`src/hdl/assert_macros.svh`:
```
// Assertion macros shared by the adaptive sensor trigger RTL.
// Included by the modules that carry concurrent checks; no other dependencies.
`ifndef ASSERT_MACROS_SVH
`define ASSERT_MACROS_SVH
`ifndef SYNTHESIS
// Same-cycle implication, checked outside reset.
`define AST_ASSERT(lbl, clk, rstn, ante, cons) \
  lbl: assert property (@(posedge clk) disable iff (!rstn) (ante) |-> (cons)) \
    else $error("assertion failed");
// Next-cycle implication, checked outside reset.
`define AST_ASSERT_NXT(lbl, clk, rstn, ante, cons) \
  lbl: assert property (@(posedge clk) disable iff (!rstn) (ante) |=> (cons)) \
    else $error("assertion failed");
`else
`define AST_ASSERT(lbl, clk, rstn, ante, cons)
`define AST_ASSERT_NXT(lbl, clk, rstn, ante, cons)
`endif
`endif

```
`src/hdl/ast_pkg.sv`:
```
// Shared types and constants for the adaptive sensor trigger.
// Used by ast_stats, ast_detect and the adaptive_sensor_trigger top level.
package ast_pkg;

  // Mode codes
  localparam logic [1:0] MODE_HALL    = 2'd0;
  localparam logic [1:0] MODE_PHOTO   = 2'd1;
  localparam logic [1:0] MODE_PLUNGER = 2'd2;

  // Configuration register indexes
  localparam logic [1:0] CFG_SENSOR_MODE   = 2'd0;
  localparam logic [1:0] CFG_CALIBRATING   = 2'd1;
  localparam logic [1:0] CFG_PEAK_FRACTION = 2'd2;

  localparam logic [7:0] PEAK_FRACTION_RESET = 8'd90;

  // Filter coefficients, 16 fraction bits
  localparam int         COEF_FRAC  = 16;
  localparam logic [15:0] K_AVG_NEW  = 16'd655;
  localparam logic [15:0] K_DEV_NEW  = 16'd3277;
  localparam logic [16:0] K_THR_GAIN = 17'd75366;
  localparam int         K_HALF16   = 32768;

  localparam logic [2:0] QUIET_NEEDED = 3'd5;
  localparam logic [2:0] QUIET_MAX    = 3'd7;

  // Per-sample decision inputs handed from the statistics pipe to the detector
  typedef struct packed {
    logic first;       // first sample after reset
    logic above;       // deviation above the adaptive threshold
    logic over_level;  // twice the sample above the level threshold
    logic under_level; // twice the sample below the level threshold
  } det_flags_t;

  typedef struct packed {
    logic triggered;
    logic active;
    logic settled;
  } det_res_t;

endpackage

```
`src/hdl/ast_stats.sv`:
```
// Three-stage statistics pipe: running average and deviation, smoothed and
// peak deviation, threshold products. Depends on ast_pkg and assert_macros.svh.
`include "assert_macros.svh"
module ast_stats import ast_pkg::*; #(
  parameter int SAMPLE_BITS   = 10,
  parameter int FRACTION_BITS = 8
) (
  input  logic                                 clk,
  input  logic                                 rst_n,
  input  logic                                 calibrating,
  input  logic [1:0]                           sensor_mode,
  input  logic [7:0]                           peak_fraction,
  input  logic                                 in_valid,
  output logic                                 in_ready,
  input  logic [SAMPLE_BITS-1:0]               in_sample,
  output logic                                 st_valid,
  input  logic                                 st_ready,
  output det_flags_t                           st_flags,
  output logic [SAMPLE_BITS+FRACTION_BITS-1:0] st_dev
);

  localparam int VW = SAMPLE_BITS + FRACTION_BITS;
  localparam int MW = VW + COEF_FRAC + 2;
  localparam int GW = VW + 17;
  localparam int BW = VW + 8;
  localparam logic signed [MW-1:0] RND = MW'(K_HALF16);

  // Long-lived state
  logic [VW-1:0]          avg_r;
  logic                   seen_r;
  logic [VW-1:0]          sdev_r;
  logic [VW-1:0]          peak_r;
  logic [SAMPLE_BITS:0]   low_r;
  logic [SAMPLE_BITS-1:0] high_r;
  logic [SAMPLE_BITS:0]   lvl_r;

  // Pipe stages
  logic          v1_r, v2_r, v3_r;
  det_flags_t    f1_r, f2_r, f3_r;
  logic [VW-1:0] dev1_r, dev2_r, dev3_r;
  logic [VW-1:0] smix2_r, peak2_r;
  logic [VW:0]   thra3_r;
  logic [VW-1:0] thrb3_r;

  logic en1, en2, en3, acc;

  // Stage 1 signals
  logic [VW-1:0]          sq;
  logic signed [VW:0]     avg_delta;
  logic signed [MW-1:0]   avg_prod, avg_step;
  logic [VW-1:0]          avg_mix, avg_nxt, dev_nxt;
  logic [SAMPLE_BITS:0]   low_nxt, lvl_nxt, twice;
  logic [SAMPLE_BITS-1:0] high_nxt;

  // Stage 2 signals
  logic signed [VW:0]   sd_delta;
  logic signed [MW-1:0] sd_prod, sd_step;
  logic [VW-1:0]        smix, peak_nxt;

  // Stage 3 signals
  logic [GW-1:0] thra_prod;
  logic [BW-1:0] thrb_prod;

  assign en3      = !v3_r || st_ready;
  assign en2      = !v2_r || en3;
  assign en1      = !v1_r || en2;
  assign in_ready = en1;
  assign acc      = in_valid && en1;

  always_comb begin
    sq        = {in_sample, {FRACTION_BITS{1'b0}}};
    avg_delta = $signed({1'b0, sq}) - $signed({1'b0, avg_r});
    avg_prod  = avg_delta * $signed({1'b0, K_AVG_NEW});
    avg_step  = (avg_prod + RND) >>> COEF_FRAC;
    avg_mix   = avg_r + avg_step[VW-1:0];
    avg_nxt   = seen_r ? avg_mix : sq;
    dev_nxt   = (sq >= avg_nxt) ? sq - avg_nxt : avg_nxt - sq;
    low_nxt   = ({1'b0, in_sample} < low_r) ? {1'b0, in_sample} : low_r;
    high_nxt  = (in_sample > high_r) ? in_sample : high_r;
    lvl_nxt   = calibrating ? low_nxt + {1'b0, high_nxt} : lvl_r;
    twice     = {in_sample, 1'b0};
  end

  always_comb begin
    sd_delta = $signed({1'b0, dev1_r}) - $signed({1'b0, sdev_r});
    sd_prod  = sd_delta * $signed({1'b0, K_DEV_NEW});
    sd_step  = (sd_prod + RND) >>> COEF_FRAC;
    smix     = sdev_r + sd_step[VW-1:0];
    peak_nxt = (calibrating && dev1_r > peak_r) ? dev1_r : peak_r;
  end

  always_comb begin
    thra_prod = smix2_r * K_THR_GAIN;
    thrb_prod = peak2_r * peak_fraction;
  end

  always_ff @(posedge clk) begin
    if (!rst_n) begin
      v1_r   <= 1'b0;
      v2_r   <= 1'b0;
      v3_r   <= 1'b0;
      seen_r <= 1'b0;
      avg_r  <= VW'(1) << (VW - 1);
      sdev_r <= '0;
      peak_r <= '0;
      low_r  <= (SAMPLE_BITS+1)'(1) << SAMPLE_BITS;
      high_r <= '0;
      lvl_r  <= (SAMPLE_BITS+1)'(1) << SAMPLE_BITS;
    end else begin
      if (en1) v1_r <= in_valid;
      if (en2) v2_r <= v1_r;
      if (en3) v3_r <= v2_r;
      if (acc) begin
        seen_r <= 1'b1;
        avg_r  <= avg_nxt;
        if (calibrating) begin
          low_r  <= low_nxt;
          high_r <= high_nxt;
          lvl_r  <= lvl_nxt;
        end
      end
      if (en2 && v1_r) begin
        // hall mode seeds the smoothed deviation on the first sample
        sdev_r <= (sensor_mode == MODE_HALL && f1_r.first) ? dev1_r : smix;
        peak_r <= peak_nxt;
      end
    end
  end

  always_ff @(posedge clk) begin
    if (acc) begin
      dev1_r            <= dev_nxt;
      f1_r.first        <= !seen_r;
      f1_r.above        <= 1'b0;
      f1_r.over_level   <= twice > lvl_nxt;
      f1_r.under_level  <= twice < lvl_nxt;
    end
    if (en2 && v1_r) begin
      dev2_r  <= dev1_r;
      f2_r    <= f1_r;
      smix2_r <= smix;
      peak2_r <= peak_nxt;
    end
    if (en3 && v2_r) begin
      dev3_r  <= dev2_r;
      f3_r    <= f2_r;
      thra3_r <= (VW+1)'((thra_prod + GW'(K_HALF16)) >> COEF_FRAC);
      thrb3_r <= VW'((thrb_prod + BW'(128)) >> 8);
    end
  end

  always_comb begin
    st_flags       = f3_r;
    st_flags.above = ({1'b0, dev3_r} > thra3_r) && (dev3_r > thrb3_r);
  end

  assign st_valid = v3_r;
  assign st_dev   = dev3_r;

  `AST_ASSERT(a_stall_full, clk, rst_n, !in_ready, v1_r && v2_r && v3_r)
  `AST_ASSERT_NXT(a_seen_sticky, clk, rst_n, seen_r, seen_r)
  `AST_ASSERT_NXT(a_first_once, clk, rst_n, acc && seen_r, !f1_r.first)

endmodule

```
`src/hdl/ast_detect.sv`:
```
// Mode detector: hall quiet counter, photo level, plunger release logic.
// Depends on ast_pkg and assert_macros.svh.
`include "assert_macros.svh"
module ast_detect import ast_pkg::*; (
  input  logic       clk,
  input  logic       rst_n,
  input  logic [1:0] sensor_mode,
  input  logic       adv,
  input  det_flags_t flags,
  output det_res_t   res
);

  logic [2:0] quiet_r, quiet_nxt, quiet_inc;
  logic       last_act_r, last_stab_r;

  always_comb begin
    quiet_inc     = (quiet_r < QUIET_MAX) ? quiet_r + 3'd1 : quiet_r;
    quiet_nxt     = quiet_r;
    res.triggered = 1'b0;
    res.active    = 1'b0;
    res.settled   = 1'b1;
    case (sensor_mode)
      MODE_HALL: begin
        if (!flags.first) begin
          if (flags.above) begin
            quiet_nxt   = '0;
            res.active  = 1'b1;
            res.settled = 1'b0;
          end else begin
            quiet_nxt   = quiet_inc;
            res.active  = !(quiet_inc > QUIET_NEEDED);
            res.settled = quiet_inc > QUIET_NEEDED;
          end
          res.triggered = res.active && !last_act_r;
        end
      end
      MODE_PHOTO: begin
        if (flags.first) begin
          res.active    = 1'b1;
          res.triggered = 1'b1;
        end else begin
          res.active    = flags.over_level;
          res.triggered = flags.over_level != last_act_r;
        end
      end
      MODE_PLUNGER: begin
        if (!flags.first) begin
          // fire on the unstable-to-stable transition
          res.settled   = flags.under_level;
          res.active    = flags.under_level && !last_stab_r;
          res.triggered = res.active;
        end
      end
      default: ;
    endcase
  end

  always_ff @(posedge clk) begin
    if (!rst_n) begin
      quiet_r     <= '0;
      last_act_r  <= 1'b0;
      last_stab_r <= 1'b0;
    end else if (adv) begin
      quiet_r     <= quiet_nxt;
      last_act_r  <= res.active;
      last_stab_r <= res.settled;
    end
  end

  `AST_ASSERT_NXT(a_quiet_clear, clk, rst_n,
    adv && sensor_mode == MODE_HALL && !flags.first && flags.above, quiet_r == 3'd0)
  `AST_ASSERT(a_trig_rise, clk, rst_n,
    adv && sensor_mode == MODE_HALL && res.triggered, !last_act_r)

endmodule

```
`src/hdl/adaptive_sensor_trigger.sv`:
```
// Channel  | Direction | Payload
// in_      | slave     | tdata[SAMPLE_BITS-1:0] sample
// out_     | master    | tdata[0] triggered, [1] active, [2] settled, [3 +: SB+FB] deviation
// cfg_     | write     | addr 0 sensor_mode, 1 calibrating, 2 peak_fraction
//
// One sample per cycle sustained while out_tready is high; an input beat passes
// through three statistics stages (average, smoothing, threshold products) and
// the output register. Each stage holds its beat while the next is full, so
// input keeps flowing into empty stages while a result waits.
// Synchronous active-low reset restores all statistics to their start values.
// Top level; depends on ast_pkg, ast_stats and ast_detect.
module adaptive_sensor_trigger import ast_pkg::*; #(
  parameter int SAMPLE_BITS   = 10,
  parameter int FRACTION_BITS = 8,
  localparam int IN_W  = ((SAMPLE_BITS + 7) / 8) * 8,
  localparam int OUT_W = ((SAMPLE_BITS + FRACTION_BITS + 3 + 7) / 8) * 8
) (
  input  logic             clk,
  input  logic             rst_n,
  input  logic             cfg_wr_en,
  input  logic [1:0]       cfg_addr,
  input  logic [7:0]       cfg_wdata,
  input  logic             in_tvalid,
  output logic             in_tready,
  input  logic [IN_W-1:0]  in_tdata,   // sample
  output logic             out_tvalid,
  input  logic             out_tready,
  output logic [OUT_W-1:0] out_tdata   // triggered, active, settled, deviation
);

  localparam int VW = SAMPLE_BITS + FRACTION_BITS;

  logic [1:0] sensor_mode_r;
  logic       calibrating_r;
  logic [7:0] peak_fraction_r;

  logic          st_valid, st_ready;
  det_flags_t    st_flags;
  logic [VW-1:0] st_dev;
  det_res_t      res;
  logic          adv;

  logic             out_valid_r;
  logic [OUT_W-1:0] out_data_r;

  always_ff @(posedge clk) begin
    if (!rst_n) begin
      sensor_mode_r   <= MODE_HALL;
      calibrating_r   <= 1'b0;
      peak_fraction_r <= PEAK_FRACTION_RESET;
    end else if (cfg_wr_en) begin
      unique case (cfg_addr)
        CFG_SENSOR_MODE:   sensor_mode_r   <= cfg_wdata[1:0];
        CFG_CALIBRATING:   calibrating_r   <= cfg_wdata[0];
        CFG_PEAK_FRACTION: peak_fraction_r <= cfg_wdata;
        default: ;
      endcase
    end
  end

  ast_stats #(
    .SAMPLE_BITS   (SAMPLE_BITS),
    .FRACTION_BITS (FRACTION_BITS)
  ) u_stats (
    .clk           (clk),
    .rst_n         (rst_n),
    .calibrating   (calibrating_r),
    .sensor_mode   (sensor_mode_r),
    .peak_fraction (peak_fraction_r),
    .in_valid      (in_tvalid),
    .in_ready      (in_tready),
    .in_sample     (in_tdata[SAMPLE_BITS-1:0]),
    .st_valid      (st_valid),
    .st_ready      (st_ready),
    .st_flags      (st_flags),
    .st_dev        (st_dev)
  );

  assign st_ready = !out_valid_r || out_tready;
  assign adv      = st_valid && st_ready;

  ast_detect u_detect (
    .clk         (clk),
    .rst_n       (rst_n),
    .sensor_mode (sensor_mode_r),
    .adv         (adv),
    .flags       (st_flags),
    .res         (res)
  );

  always_ff @(posedge clk) begin
    if (!rst_n) begin
      out_valid_r <= 1'b0;
    end else if (st_ready) begin
      out_valid_r <= st_valid;
    end
  end

  always_ff @(posedge clk) begin
    if (adv) begin
      out_data_r <= OUT_W'({st_dev, res.settled, res.active, res.triggered});
    end
  end

  assign out_tvalid = out_valid_r;
  assign out_tdata  = out_data_r;

endmodule
```
`config.mk`:
```
export PLATFORM = sky130hd
export DESIGN_NAME = adaptive_sensor_trigger
export DESIGN_NICKNAME = d
export VERILOG_FILES = /design/src/hdl/ast_pkg.sv /design/src/hdl/ast_stats.sv /design/src/hdl/ast_detect.sv /design/src/hdl/adaptive_sensor_trigger.sv
export VERILOG_INCLUDE_DIRS = /design/src /design/src/hdl
export SDC_FILE = /design/constraint.sdc
export NUM_CORES = 2
export LEC_CHECK = 0
export ABC_AREA = 0
export BUFFER_PORTS_ARGS = -buffer_cell sky130_fd_sc_hd__buf_2
export CAP_MARGIN = 20
export CORE_ASPECT_RATIO = 1.75
export CORE_UTILIZATION = 55
export CTS_CLUSTER_SIZE = 28
export DETAILED_ROUTE_END_ITERATION = 10
export PLACE_DENSITY = 0.71
export SYNTH_ARGS = -nofsm -noshare
export SYNTH_HDL_FRONTEND = slang
export SYNTH_SLANG_ARGS = --single-unit
export TNS_END_PERCENT = 30
```
`constraint.sdc`:
```
create_clock -name clk -period 35.5 [get_ports clk]
set_clock_uncertainty 0.15 [all_clocks]
set_input_delay 5.325 -clock clk [delete_from_list [all_inputs] [get_ports clk]]
set_output_delay 5.325 -clock clk [all_outputs]
set_load 0.02 [all_outputs]
```
==> flow_summary.toml <==
[outcome]
status = "completed"

[clock_tree]
clock_sinks = 264
path_clk_slew_ns = 0.07
cts_tree = "done"
clock-root-buffer = "clkbuf_16"
cts_hold_buf = 0
numCtsBuffers = 27
h-tree-depth = 1
post_cts_resized = 0
cts_max_path_buffers = 3
cts_setup_buffers = 0
clk_latency_ns = 0.56

[logic_synthesis]
synth_edf_count = 157
synth_warnings = 0
synth_area_leaders = "ha_1 20%, fa_1 19%, edfxtp_1 14%"
yosysTopAreaCell = "ha_1"
synth.distinct_cells = 105
synthArstFlopShare_pct = 0
yosysTopAreaCellShare_pct = 20.4
avgSynthCellArea_um2 = 9.50
synth-seq-cells = 264
synthCells = 3551
syn_area_um2 = 33700
ys.flop_type = "edfxtp_1"
ys_seq_area_share_pct = 20.3

[floorplan]
initial_core_util_pct = 55.8
die_x_um = 189
core-area_um2 = 60500
num_rows = 119
fp.dieH_um = 330
pin_count = 57
die-area_um2 = 62300

[sta]
slew_headroom_pct = 32.1
fin_crit_ns = 16.71
worstMarginPinSlew_ns = 1.01
final_hold_viol_count = 0
fin_ws_ns = 18.79
setup-violations-final = 0
period_share_pct = 47.1
drv_slew = 0
clock.fmax_mhz = 59.9
rsz0062_at_grt = "no"
finalSetupTns_ns = 0

[grt]
grt_overflow = 0
antenna_found_initial = 0
grt_pass1_wl_um = 124000
grt_max_degree = 89
grt_pass1_vias = 25614
track_usage_pct = 24.8

[layout]
final_nets = 4487
layout_common_cells = "663 x inv_1, 550 x ha_1, 323 x fa_1"
antenna_cells = 0
area_delta_synth_final_pct = 6.33
final_area_um2 = 35900
drive_gt1_share_pct = 5.19
final_common_cell = "inv_1"

[worst_setup_path]
crit_slowest_cell = "xnor2_1"
critPathKind = "in2reg"
crit_buf_inv = 4
endpoint_kind = "register"
required_ns = 35.65
crit_path_frequent_cell = "ha_1"
setup.worst_path.start_class = "input port"
worstPathMaxFanout = 16
path_delay_family = "adder cells"
crit_arrival_ns = 16.86
cp_slowest_stage_delay_ns = 0.73

[drt]
dr_total_vias = 24303
drc = 0
routed_wl_um = 74800
dr.first_iter.drc_count = 965
wl_per_cell_um = 17.0
ant_nets = 0
via_per_inst = 5.54
firstDrtPassIters = 5

[placed_design]
dpl.hpwl_um = 61700
post_dp_cell_area_um2 = 34900
io_buffers = 47
dpl_worst_slack_ns = 18.19
gp_congestion = 0.905

[run]
cap_violations = 0

[hold_path]
holdCritPathClass = "reg2reg"
-- metrics by stage --
step | hold slack, ns | utilization, % | cells
after floorplan | 0.250 | - | 3553
after global placement | 0.252 | 57.6 | 4338
after detailed placement | 0.255 | 57.7 | 4340
after CTS | 0.272 | 59.3 | 4390
after global routing | 0.276 | 59.3 | 4390
final | 0.271 | 59.3 | 4390
-- synthesized netlist by cell type, drive strengths merged, types with 9 or more instances --
master and n:
nand3 47, a31oi 22, o211ai 15, a21oi 155, ha 550, nor3 42, a21o 66, and3 22
nand2 255, mux2i 100, o21ai 107, mux2 23, o21a 22, inv 665, o211a 10, dfxtp 107
xnor2 138, edfxtp 157, and2 107, a211o 9, or3 11, a21boi 11, nand4 29, nor3b 11
xor2 73, nor2b 26, fa 323, nand2b 39, clkbuf 55, o21bai 17, a211oi 32, buf 14
nor2 171
-- layer usage --
metal,GRT usage [%],wire [um]
met5,0.231,0
met1,25.2,27400
met3,1.64,1680
met2,49.5,41400
met4,13.2,4340
-- sequential cells by signal, summed over array words and instances, names as in the netlist, 8 cells and up --
signal           count
u_stats.lvl_r       11
u_stats.peak2_r     18
u_stats.sdev_r      18
peak_fraction_r      8
u_stats.high_r      10
u_stats.dev1_r      18
u_stats.st_dev      18
u_stats.smix2_r     18
u_stats.dev2_r      18
u_stats.thrb3_r     18
u_stats.avg_r       18
u_stats.peak_r      18
u_stats.thra3_r     19
out_tdata           21
u_stats.low_r       11
-- worst reg2reg max path, delay by kind of cell (launching register included) --
family | cells | cell delay, ns
buf+inv | 4 | 0.31
xor+xnor | 5 | 1.05
compound gates | 16 | 4.32
fa+ha+maj | 9 | 3.53
mux | 2 | 0.68
flops | 1 | 0.60
simple gates | 7 | 1.33
-- final timing paths --
path / to / slack [ns] / start / depth (start not counted)
max: u_stats.dev1_r[11] / 18.79 / in_tdata[1] / 41
min: u_stats.st_flags[1] / 0.27 / u_stats.f2_r[1] / 0
max reg2reg: u_stats.dev1_r[11] / 23.26 / u_stats.avg_r[0] / 43
min reg2reg: u_stats.st_flags[1] / 0.27 / u_stats.f2_r[1] / 0
-- final cells by class --
cell class | count | area (um2)
fill | 5302 | 24600
multi-input combinational | 2553 | 24100
sequential | 264 | 6860
inverter | 667 | 2510
tap | 786 | 983
clock buffer | 38 | 791
timing repair buffer | 70 | 415
clock inverter | 12 | 206
-- cells by family after synthesis --
logic type | Yosys count | synth area share (%)
AOI/OAI and AO/OA | 536 | 10.6
xor gates and xnor gates | 211 | 5.50
adders and majority gates | 875 | 39.6
buffers and inverters | 736 | 8.29
DFF | 264 | 20.3
muxes | 123 | 3.74
other | 1 | 0.0111
and+or+nand+nor | 805 | 11.9
Power is not shown: default switching activity piles up to over one toggle a cycle in this logic, so the estimate is an artifact.
